## src/sv/smpq_pkg.sv

```systemverilog
// Package for the sorted min-priority queue.
// Holds sizes, opcode and status codes, and the controller/datapath structs.
// Depends on nothing.
package smpq_pkg;

  localparam int CAPACITY = 64;
  localparam int DATA_W   = 32;
  localparam int ADDR_W   = (CAPACITY > 1) ? $clog2(CAPACITY) : 1;
  localparam int CNT_W    = $clog2(CAPACITY + 1);
  localparam int COUNT_W  = 7;

  localparam logic [1:0] OP_PUSH  = 2'd0;
  localparam logic [1:0] OP_POP   = 2'd1;
  localparam logic [1:0] OP_QUERY = 2'd2;

  localparam logic [1:0] ST_OK        = 2'd0;
  localparam logic [1:0] ST_POP_EMPTY = 2'd1;
  localparam logic [1:0] ST_FULL      = 2'd2;

  typedef struct packed {
    logic load_in;
    logic ram_we;
    logic wr_value;
    logic rd_prev;
    logic idx_dec;
    logic push_commit;
    logic pop_commit;
    logic head_cap;
    logic out_load;
  } smpq_cmd_t;

  typedef struct packed {
    logic push_ok;
    logic pop_ok;
    logic idx_zero;
    logic entry_ge;
    logic out_free;
  } smpq_stat_t;

endpackage

```

## src/sv/smpq_ram.sv

```systemverilog
// Generic single-write, single-read RAM with a registered read port.
// Used for the queue's entry store; depends on nothing.
module smpq_ram #(
  parameter int WIDTH = 32,
  parameter int DEPTH = 64
) (
  input  logic                             clk,
  input  logic                             we,
  input  logic [$clog2(DEPTH > 1 ? DEPTH : 2)-1:0] wr_addr,
  input  logic [WIDTH-1:0]                 wr_data,
  input  logic [$clog2(DEPTH > 1 ? DEPTH : 2)-1:0] rd_addr,
  output logic [WIDTH-1:0]                 rd_data
);

  logic [WIDTH-1:0] mem [DEPTH];

  always_ff @(posedge clk) begin
    if (we) begin
      mem[wr_addr] <= wr_data;
    end
    rd_data <= mem[rd_addr];
  end

endmodule

```

## src/sv/smpq_ctrl.sv

```systemverilog
// Controller state machine of the sorted min-priority queue.
// Sequences insertion shifts, pops and head reads; depends on smpq_pkg.
module smpq_ctrl import smpq_pkg::*; (
  input  logic       clk,
  input  logic       rst,
  input  logic       in_valid,
  output logic       in_ready,
  input  smpq_stat_t stat,
  output smpq_cmd_t  cmd
);

  typedef enum logic [2:0] {
    S_IDLE,
    S_POP,
    S_PUSH_RD,
    S_PUSH_CMP,
    S_HEAD_RD,
    S_HEAD_WAIT,
    S_OUT
  } state_t;

  state_t state, state_next;

  always_comb begin
    cmd        = '0;
    state_next = state;
    in_ready   = 1'b0;
    case (state)
      S_IDLE: begin
        in_ready = 1'b1;
        if (in_valid) begin
          cmd.load_in = 1'b1;
          state_next  = S_HEAD_RD;
        end
      end
      S_POP: begin
        cmd.pop_commit = 1'b1;
        state_next     = S_HEAD_RD;
      end
      S_PUSH_RD: begin
        if (stat.idx_zero) begin
          cmd.ram_we      = 1'b1;
          cmd.wr_value    = 1'b1;
          cmd.push_commit = 1'b1;
          state_next      = S_HEAD_RD;
        end else begin
          cmd.rd_prev = 1'b1;
          state_next  = S_PUSH_CMP;
        end
      end
      S_PUSH_CMP: begin
        cmd.ram_we = 1'b1;
        if (stat.entry_ge) begin
          cmd.idx_dec = 1'b1;
          state_next  = S_PUSH_RD;
        end else begin
          cmd.wr_value    = 1'b1;
          cmd.push_commit = 1'b1;
          state_next      = S_HEAD_RD;
        end
      end
      S_HEAD_RD: begin
        state_next = S_HEAD_WAIT;
      end
      S_HEAD_WAIT: begin
        cmd.head_cap = 1'b1;
        state_next   = S_OUT;
      end
      S_OUT: begin
        if (stat.out_free) begin
          cmd.out_load = 1'b1;
          state_next   = S_IDLE;
        end
      end
      default: begin
        state_next = S_IDLE;
      end
    endcase
  end

  always_ff @(posedge clk) begin
    if (rst) begin
      state <= S_IDLE;
    end else if (state == S_IDLE && in_valid) begin
      if (stat.push_ok) begin
        state <= S_PUSH_RD;
      end else if (stat.pop_ok) begin
        state <= S_POP;
      end else begin
        state <= S_HEAD_RD;
      end
    end else begin
      state <= state_next;
    end
  end

endmodule

```

## src/sv/smpq_datapath.sv

```systemverilog
// Datapath of the sorted min-priority queue: ring-buffer pointers, entry RAM,
// compare unit and output register. Depends on smpq_pkg and smpq_ram.
module smpq_datapath import smpq_pkg::*; (
  input  logic               clk,
  input  logic               rst,
  input  logic [1:0]         in_opcode,
  input  logic [DATA_W-1:0]  in_value,
  input  smpq_cmd_t          cmd,
  output smpq_stat_t         stat,
  output logic               out_valid,
  input  logic               out_ready,
  output logic [DATA_W-1:0]  out_head_value,
  output logic               out_head_valid,
  output logic [COUNT_W-1:0] out_count,
  output logic               out_empty,
  output logic [1:0]         out_status
);

  logic [ADDR_W-1:0] head;
  logic [CNT_W-1:0]  cnt;
  logic [CNT_W-1:0]  idx;
  logic [CNT_W-1:0]  idx_prev;
  logic [DATA_W-1:0] value;
  logic [1:0]        status;
  logic [DATA_W-1:0] head_value;
  logic              we;
  logic [ADDR_W-1:0] wr_addr;
  logic [ADDR_W-1:0] rd_addr;
  logic [DATA_W-1:0] wr_data;
  logic [DATA_W-1:0] rd_data;
  logic              is_full;
  logic              is_empty;

  function automatic logic [ADDR_W-1:0] ring_addr(input logic [ADDR_W-1:0] base,
                                                  input logic [ADDR_W-1:0] off);
    logic [ADDR_W:0] sum;
    sum = {1'b0, base} + {1'b0, off};
    if (sum >= (ADDR_W+1)'(CAPACITY)) begin
      sum = sum - (ADDR_W+1)'(CAPACITY);
    end
    return sum[ADDR_W-1:0];
  endfunction

  assign is_full  = (cnt == CNT_W'(CAPACITY));
  assign is_empty = (cnt == '0);
  assign idx_prev = idx - CNT_W'(1);

  assign we      = cmd.ram_we;
  assign wr_addr = ring_addr(head, idx[ADDR_W-1:0]);
  assign wr_data = cmd.wr_value ? value : rd_data;
  assign rd_addr = cmd.rd_prev ? ring_addr(head, idx_prev[ADDR_W-1:0]) : head;

  assign stat.push_ok  = (in_opcode == OP_PUSH) && !is_full;
  assign stat.pop_ok   = (in_opcode == OP_POP) && !is_empty;
  assign stat.idx_zero = (idx == '0);
  assign stat.entry_ge = ($signed(rd_data) >= $signed(value));
  assign stat.out_free = !out_valid || out_ready;

  smpq_ram #(
    .WIDTH(DATA_W),
    .DEPTH(CAPACITY)
  ) u_ram (
    .clk     (clk),
    .we      (we),
    .wr_addr (wr_addr),
    .wr_data (wr_data),
    .rd_addr (rd_addr),
    .rd_data (rd_data)
  );

  always_ff @(posedge clk) begin
    if (rst) begin
      head      <= '0;
      cnt       <= '0;
      out_valid <= 1'b0;
    end else begin
      if (cmd.push_commit) begin
        cnt <= cnt + CNT_W'(1);
      end else if (cmd.pop_commit) begin
        cnt  <= cnt - CNT_W'(1);
        head <= ring_addr(head, ADDR_W'(1));
      end
      if (cmd.out_load) begin
        out_valid <= 1'b1;
      end else if (out_ready) begin
        out_valid <= 1'b0;
      end
    end
  end

  always_ff @(posedge clk) begin
    if (cmd.load_in) begin
      value <= in_value;
      idx   <= cnt;
      if (in_opcode == OP_PUSH && is_full) begin
        status <= ST_FULL;
      end else if (in_opcode == OP_POP && is_empty) begin
        status <= ST_POP_EMPTY;
      end else begin
        status <= ST_OK;
      end
    end else if (cmd.idx_dec) begin
      idx <= idx_prev;
    end
    if (cmd.head_cap) begin
      head_value <= rd_data;
    end
    if (cmd.out_load) begin
      out_head_value <= is_empty ? '0 : head_value;
      out_head_valid <= !is_empty;
      out_count      <= COUNT_W'(cnt);
      out_empty      <= is_empty;
      out_status     <= status;
    end
  end

endmodule

```

## src/sv/sorted_min_priority_queue.sv

```systemverilog
// Top level of the sorted min-priority queue.
// Joins smpq_ctrl and smpq_datapath; depends on smpq_pkg.
//
// Each input transaction on the s_ group carries an opcode in s_tuser
// (push, pop or query) and a signed 32-bit value in s_tdata. Each one
// produces exactly one output transaction on the m_ group with the smallest
// stored value, a head-valid flag, the entry count, an empty flag and a
// status code (ok, pop on empty queue, push dropped because full).
// Entries sit in one RAM as an ascending ring, so a pop only moves the head.
// A query, an unused opcode, a dropped push or a pop on an empty queue goes
// from acceptance to the head read, head capture and output register; a pop
// first moves the head. A push walks down from the tail, reading each entry
// through the RAM's registered read and shifting it up while it is greater
// than or equal to the new value, then writes the new value into the freed
// slot. One transaction is worked on at a time; the next input is accepted
// in the cycle after the result loads.
// Reset empties the queue and clears the output valid; the RAM needs no
// clearing pass. When the receiver stalls, the block holds the next result
// until the output register frees and accepts nothing more meanwhile.
module sorted_min_priority_queue import smpq_pkg::*; (
  input  logic        clk,
  input  logic        rst,
  input  logic        s_tvalid,
  output logic        s_tready,
  input  logic [31:0] s_tdata,   // value[31:0]
  input  logic [1:0]  s_tuser,   // opcode[1:0]
  output logic        m_tvalid,
  input  logic        m_tready,
  output logic [47:0] m_tdata    // head_value[31:0], head_valid[32], count[39:33],
                                 // empty_res[40], status[42:41], zero fill [47:43]
);

  smpq_cmd_t          cmd;
  smpq_stat_t         stat;
  logic [DATA_W-1:0]  head_value;
  logic               head_valid;
  logic [COUNT_W-1:0] count;
  logic               empty_res;
  logic [1:0]         status;

  smpq_ctrl u_ctrl (
    .clk      (clk),
    .rst      (rst),
    .in_valid (s_tvalid),
    .in_ready (s_tready),
    .stat     (stat),
    .cmd      (cmd)
  );

  smpq_datapath u_dp (
    .clk            (clk),
    .rst            (rst),
    .in_opcode      (s_tuser),
    .in_value       (s_tdata),
    .cmd            (cmd),
    .stat           (stat),
    .out_valid      (m_tvalid),
    .out_ready      (m_tready),
    .out_head_value (head_value),
    .out_head_valid (head_valid),
    .out_count      (count),
    .out_empty      (empty_res),
    .out_status     (status)
  );

  assign m_tdata = {5'd0, status, empty_res, count, head_valid, head_value};

endmodule

```

## config.mk

```make
export PLATFORM = sky130hd
export DESIGN_NAME = sorted_min_priority_queue
export DESIGN_NICKNAME = d
export VERILOG_FILES = /design/src/sv/smpq_pkg.sv /design/src/sv/smpq_ram.sv /design/src/sv/smpq_ctrl.sv /design/src/sv/smpq_datapath.sv /design/src/sv/sorted_min_priority_queue.sv
export SDC_FILE = /design/constraint.sdc
export NUM_CORES = 2
export LEC_CHECK = 0
export BUFFER_PORTS_ARGS = -buffer_cell sky130_fd_sc_hd__buf_2
export CAP_MARGIN = 20
export CORE_ASPECT_RATIO = 0.7
export CORE_MARGIN = 2
export CORE_UTILIZATION = 40
export CTS_CLUSTER_DIAMETER = 60
export DETAILED_ROUTE_END_ITERATION = 8
export GPL_TIMING_DRIVEN = 0
export PLACE_DENSITY = 0.59
export SETUP_SLACK_MARGIN = 0.05
export SYNTH_ARGS = -nofsm -noshare
export SYNTH_HDL_FRONTEND = slang
export SYNTH_SLANG_ARGS = --single-unit
```

## constraint.sdc

```tcl
create_clock -name clk -period 6.6 [get_ports clk]
set_input_delay 1.32 -clock clk [delete_from_list [all_inputs] [get_ports clk]]
set_output_delay 1.32 -clock clk [all_outputs]
set_load 0.01 [all_outputs]
```

==> load_flow_metrics.sql <==
INSERT INTO impl_metrics (metric_group, metric, value, unit) VALUES
('status', 'run_status', 'finished, violations left', ''),
('status', 'violations_in_the_final_reports', 'design-rule violations', ''),
('clock_tree', 'cts-hold-fix-buffers', '0', ''),
('synthesis', 'async_reset_ff_share', '0', '%'),
('die', 'placeableCoreArea', '215000', 'um^2'),
('sta', 'setup_repair_after_global_routing_missed_its_margin', 'no', ''),
('sta', 'timing.max_slew.rel_slack', '15.9', '%'),
('synthesis', 'portion_of_netlist_area_occupied_by_mux_cells', '6.02', '%'),
('synthesis', 'synth_sequential_area_ratio', '76.1', '%'),
('routing', 'wl_per_cell', '33.6', 'um'),
('grt', 'initial_antenna_violation_count', '30', ''),
('sta', 'max_freq', '0.152', 'GHz'),
('synthesis', 'ys_dominant_reg_cell', 'sky130_fd_sc_hd__edfxtp_1', ''),
('sta', 'timing_max_transition_violations_final', '0', ''),
('setup_path', 'worstPathBufferInverterCount', '3', ''),
('power', 'largest_vdd_supply_drop', '348', 'uV'),
('setup_path', 'critPathMaxFanout', '10', ''),
('routing', 'routed_via_density', '6.10', ''),
('synthesis', 'yosys_register_bits', '2213', ''),
('grt', 'globalRouteTotalUtil', '26.7', '%'),
('clock_tree', 'clock_tree_from_tritoncts', 'done', ''),
('sta', 'final-hold-violation-count', '0', ''),
('sta', 'final.setup.worst_slack', '20.8', 'ps'),
('power', 'power_per_cell_area', '444', 'nW/um^2'),
('sta', 'layout_worst_path_cycle_share', '99.7', '%'),
('grt', 'grt_pass1_wl', '410', 'mm'),
('placement', 'port_buffers', '82', ''),
('placement', 'dpl.hpwl', '215', 'mm'),
('synthesis', 'synthesized_area_divided_by_synthesized_cell_count', '15.6', 'um^2'),
('synthesis', 'post_synth_edffs', '2164', ''),
('placement', 'detailedPlace.worstSlack', '1030', 'ps'),
('grt', 'first_global_vias', '49700', ''),
('synthesis', 'synth-compound-area-share', '6.73', '%'),
('routing', 'remaining_drc_errors', '179', ''),
('sta', 'finalWorstPathRequiredPeriod', '6580', 'ps'),
('sta', 'whs', '425', 'ps'),
('routing', 'ant_nets', '0', ''),
('clock_tree', 'cts.sink_count', '2213', ''),
('clock_tree', 'cts_post_setup_buffers_inserted', '0', ''),
('power', 'power.leakage', '36.3', 'nW'),
('sta', 'final_tns_setup', '0', 'ps'),
('routing', 'detail_route.first_pass.iterations', '9', ''),
('finish', 'final_common_cell', 'sky130_fd_sc_hd__edfxtp_1', ''),
('synthesis', 'synthDistinctLibCells', '52', ''),
('finish', 'final_cell_mix', '2164 x sky130_fd_sc_hd__edfxtp_1, 1089 x sky130_fd_sc_hd__nand2_1, 517 x sky130_fd_sc_hd__mux2i_1', ''),
('die', 'design.portCount', '88', ''),
('synthesis', 'yosys_warnings', '0', ''),
('synthesis', 'synthAdderAreaFrac', '0.791', '%'),
('run', 'timing.max_cap.violations', '0', ''),
('grt', 'overflow', '0', ''),
('finish', 'area_growth_from_synthesis_to_layout', '16.7', '%'),
('synthesis', 'synth_cells', '5544', ''),
('setup_path', 'critPathLaunchType', 'register', ''),
('clock_tree', 'root_buffer', 'sky130_fd_sc_hd__clkbuf_16', ''),
('die', 'std_cell_rows', '142', ''),
('synthesis', 'synth-xor-area-share', '0.283', '%'),
('finish', 'nNetsFinal', '6084', ''),
('clock_tree', 'clk_pin_slew', '70', 'ps'),
('synthesis', 'synthSimpleGateAreaFrac', '7.89', '%'),
('finish', 'fillers', '18200', ''),
('setup_path', 'crit_arrival', '7020', 'ps'),
('finish', 'layout-drive-gt1-share', '13.3', '%'),
('die', 'initial_utilization', '40.4', '%'),
('routing', 'routed-via-count', '55200', ''),
('placement', 'gp_congestion', '1.17', ''),
('setup_path', 'worstPathRequired', '7040', 'ps'),
('synthesis', 'netlist_area', '86700', 'um^2'),
('setup_path', 'critical_path_endpoint_category', 'register', ''),
('clock_tree', 'cts_repair_resize_count', '0', ''),
('setup_path', 'critical_path.slowest_cell', 'sky130_fd_sc_hd__o21ai_0', ''),
('die', 'die_h', '394', 'um');
## flip-flops by register name, indices dropped and copies added, names as in the netlist
register             count
u_dp.out_empty           1
u_ctrl.state             3
u_dp.value              32
u_dp.status              2
u_dp.idx                 7
u_dp.u_ram.rd_data      32
u_dp.out_status          2
u_dp.out_count           7
u_dp.head_value         32
u_dp.out_head_valid      1
u_dp.cnt                 7
u_dp.out_valid           1
u_dp.u_ram.mem        2048
u_dp.head                6
u_dp.out_head_value     32
## per-stage QoR
step / instance area [um^2] / power, mW / util (%)
after floorplan: 86700 / 25.5 / -
final: 101000 / 44.9 / 47.1
after global placement: 90700 / 32.2 / 42.2
after CTS: 101000 / 44.1 / 47.1
after detailed placement: 94700 / 32.6 / 44.1
after global routing: 101000 / 45.8 / 47.1
## cells in the mapped netlist, drive strengths merged (2+ instances only)
library cell     n  share of area (%)
a211oi           2              0.017
a21o            12               0.10
a21oi           37               0.21
a32oi          512                5.2
and3           257                1.9
buf            201                1.4
clkbuf         147               0.64
dfxtp           49                1.1
edfxtp        2164                 75
fa               3              0.069
ha              50               0.72
inv             50               0.22
mux2             4              0.056
mux2i          517                6.0
nand2         1089                4.7
nand2b           6              0.043
nand3           15              0.087
nand4           44               0.32
nor2            98               0.42
nor2b           35               0.25
nor3            15              0.087
nor3b            3              0.026
nor4             4              0.029
o21a             4              0.035
o21ai          174                1.0
o21bai           3              0.026
o31ai            4              0.056
or3              2              0.014
or4              4              0.039
xnor2           18               0.18
xor2            10               0.10
## final cells by class
cell class	count	share of cell area, %
tap	2880	3.56
timing repair buffer	236	3.49
buffer	348	1.71
multi-input combinational	2937	19.5
inverter	50	0.185
sequential	2213	65.2
clock inverter	119	0.992
clock buffer	253	5.37
antenna	11	0.0272
## per-layer routing
layer  vias up  routed length, um  global-route usage (%)
met3       470              52800                    12.9
li1      22400                  -                       -
met2      4067             115000                    33.7
met5         -                130                   0.496
met1     28200             126000                    39.9
met4         6               9690                    7.53
## logic make-up (layout without fill, tap and decap cells)
family	after synthesis	count (layout)
flops	2213	2213
simple gates	1573	1573
compound gates	757	757
mux	521	521
buf+inv	398	1006
fa+ha+maj	53	53
xor+xnor	28	28
other cells	1	16
## path summary, 6_finish.rpt
kind / from / end / slack, ps
hold / removal: u_dp.status[1] / u_dp.out_status[1] / 430
setup / recovery: u_dp.idx[0] / u_dp.u_ram.rd_data[9] / 20
hold reg to reg: u_dp.status[1] / u_dp.out_status[1] / 430
setup reg to reg: u_dp.idx[0] / u_dp.u_ram.rd_data[9] / 20
## power breakdown
part           leakage [nW]  internal, mW  switching, mW
Clock                  3.16          6.43           5.26
Combinational          13.2          4.08           11.0
Sequential             19.9          17.9          0.307
Total                  36.3          28.4           16.5
Power figures use the tool's default switching activity.
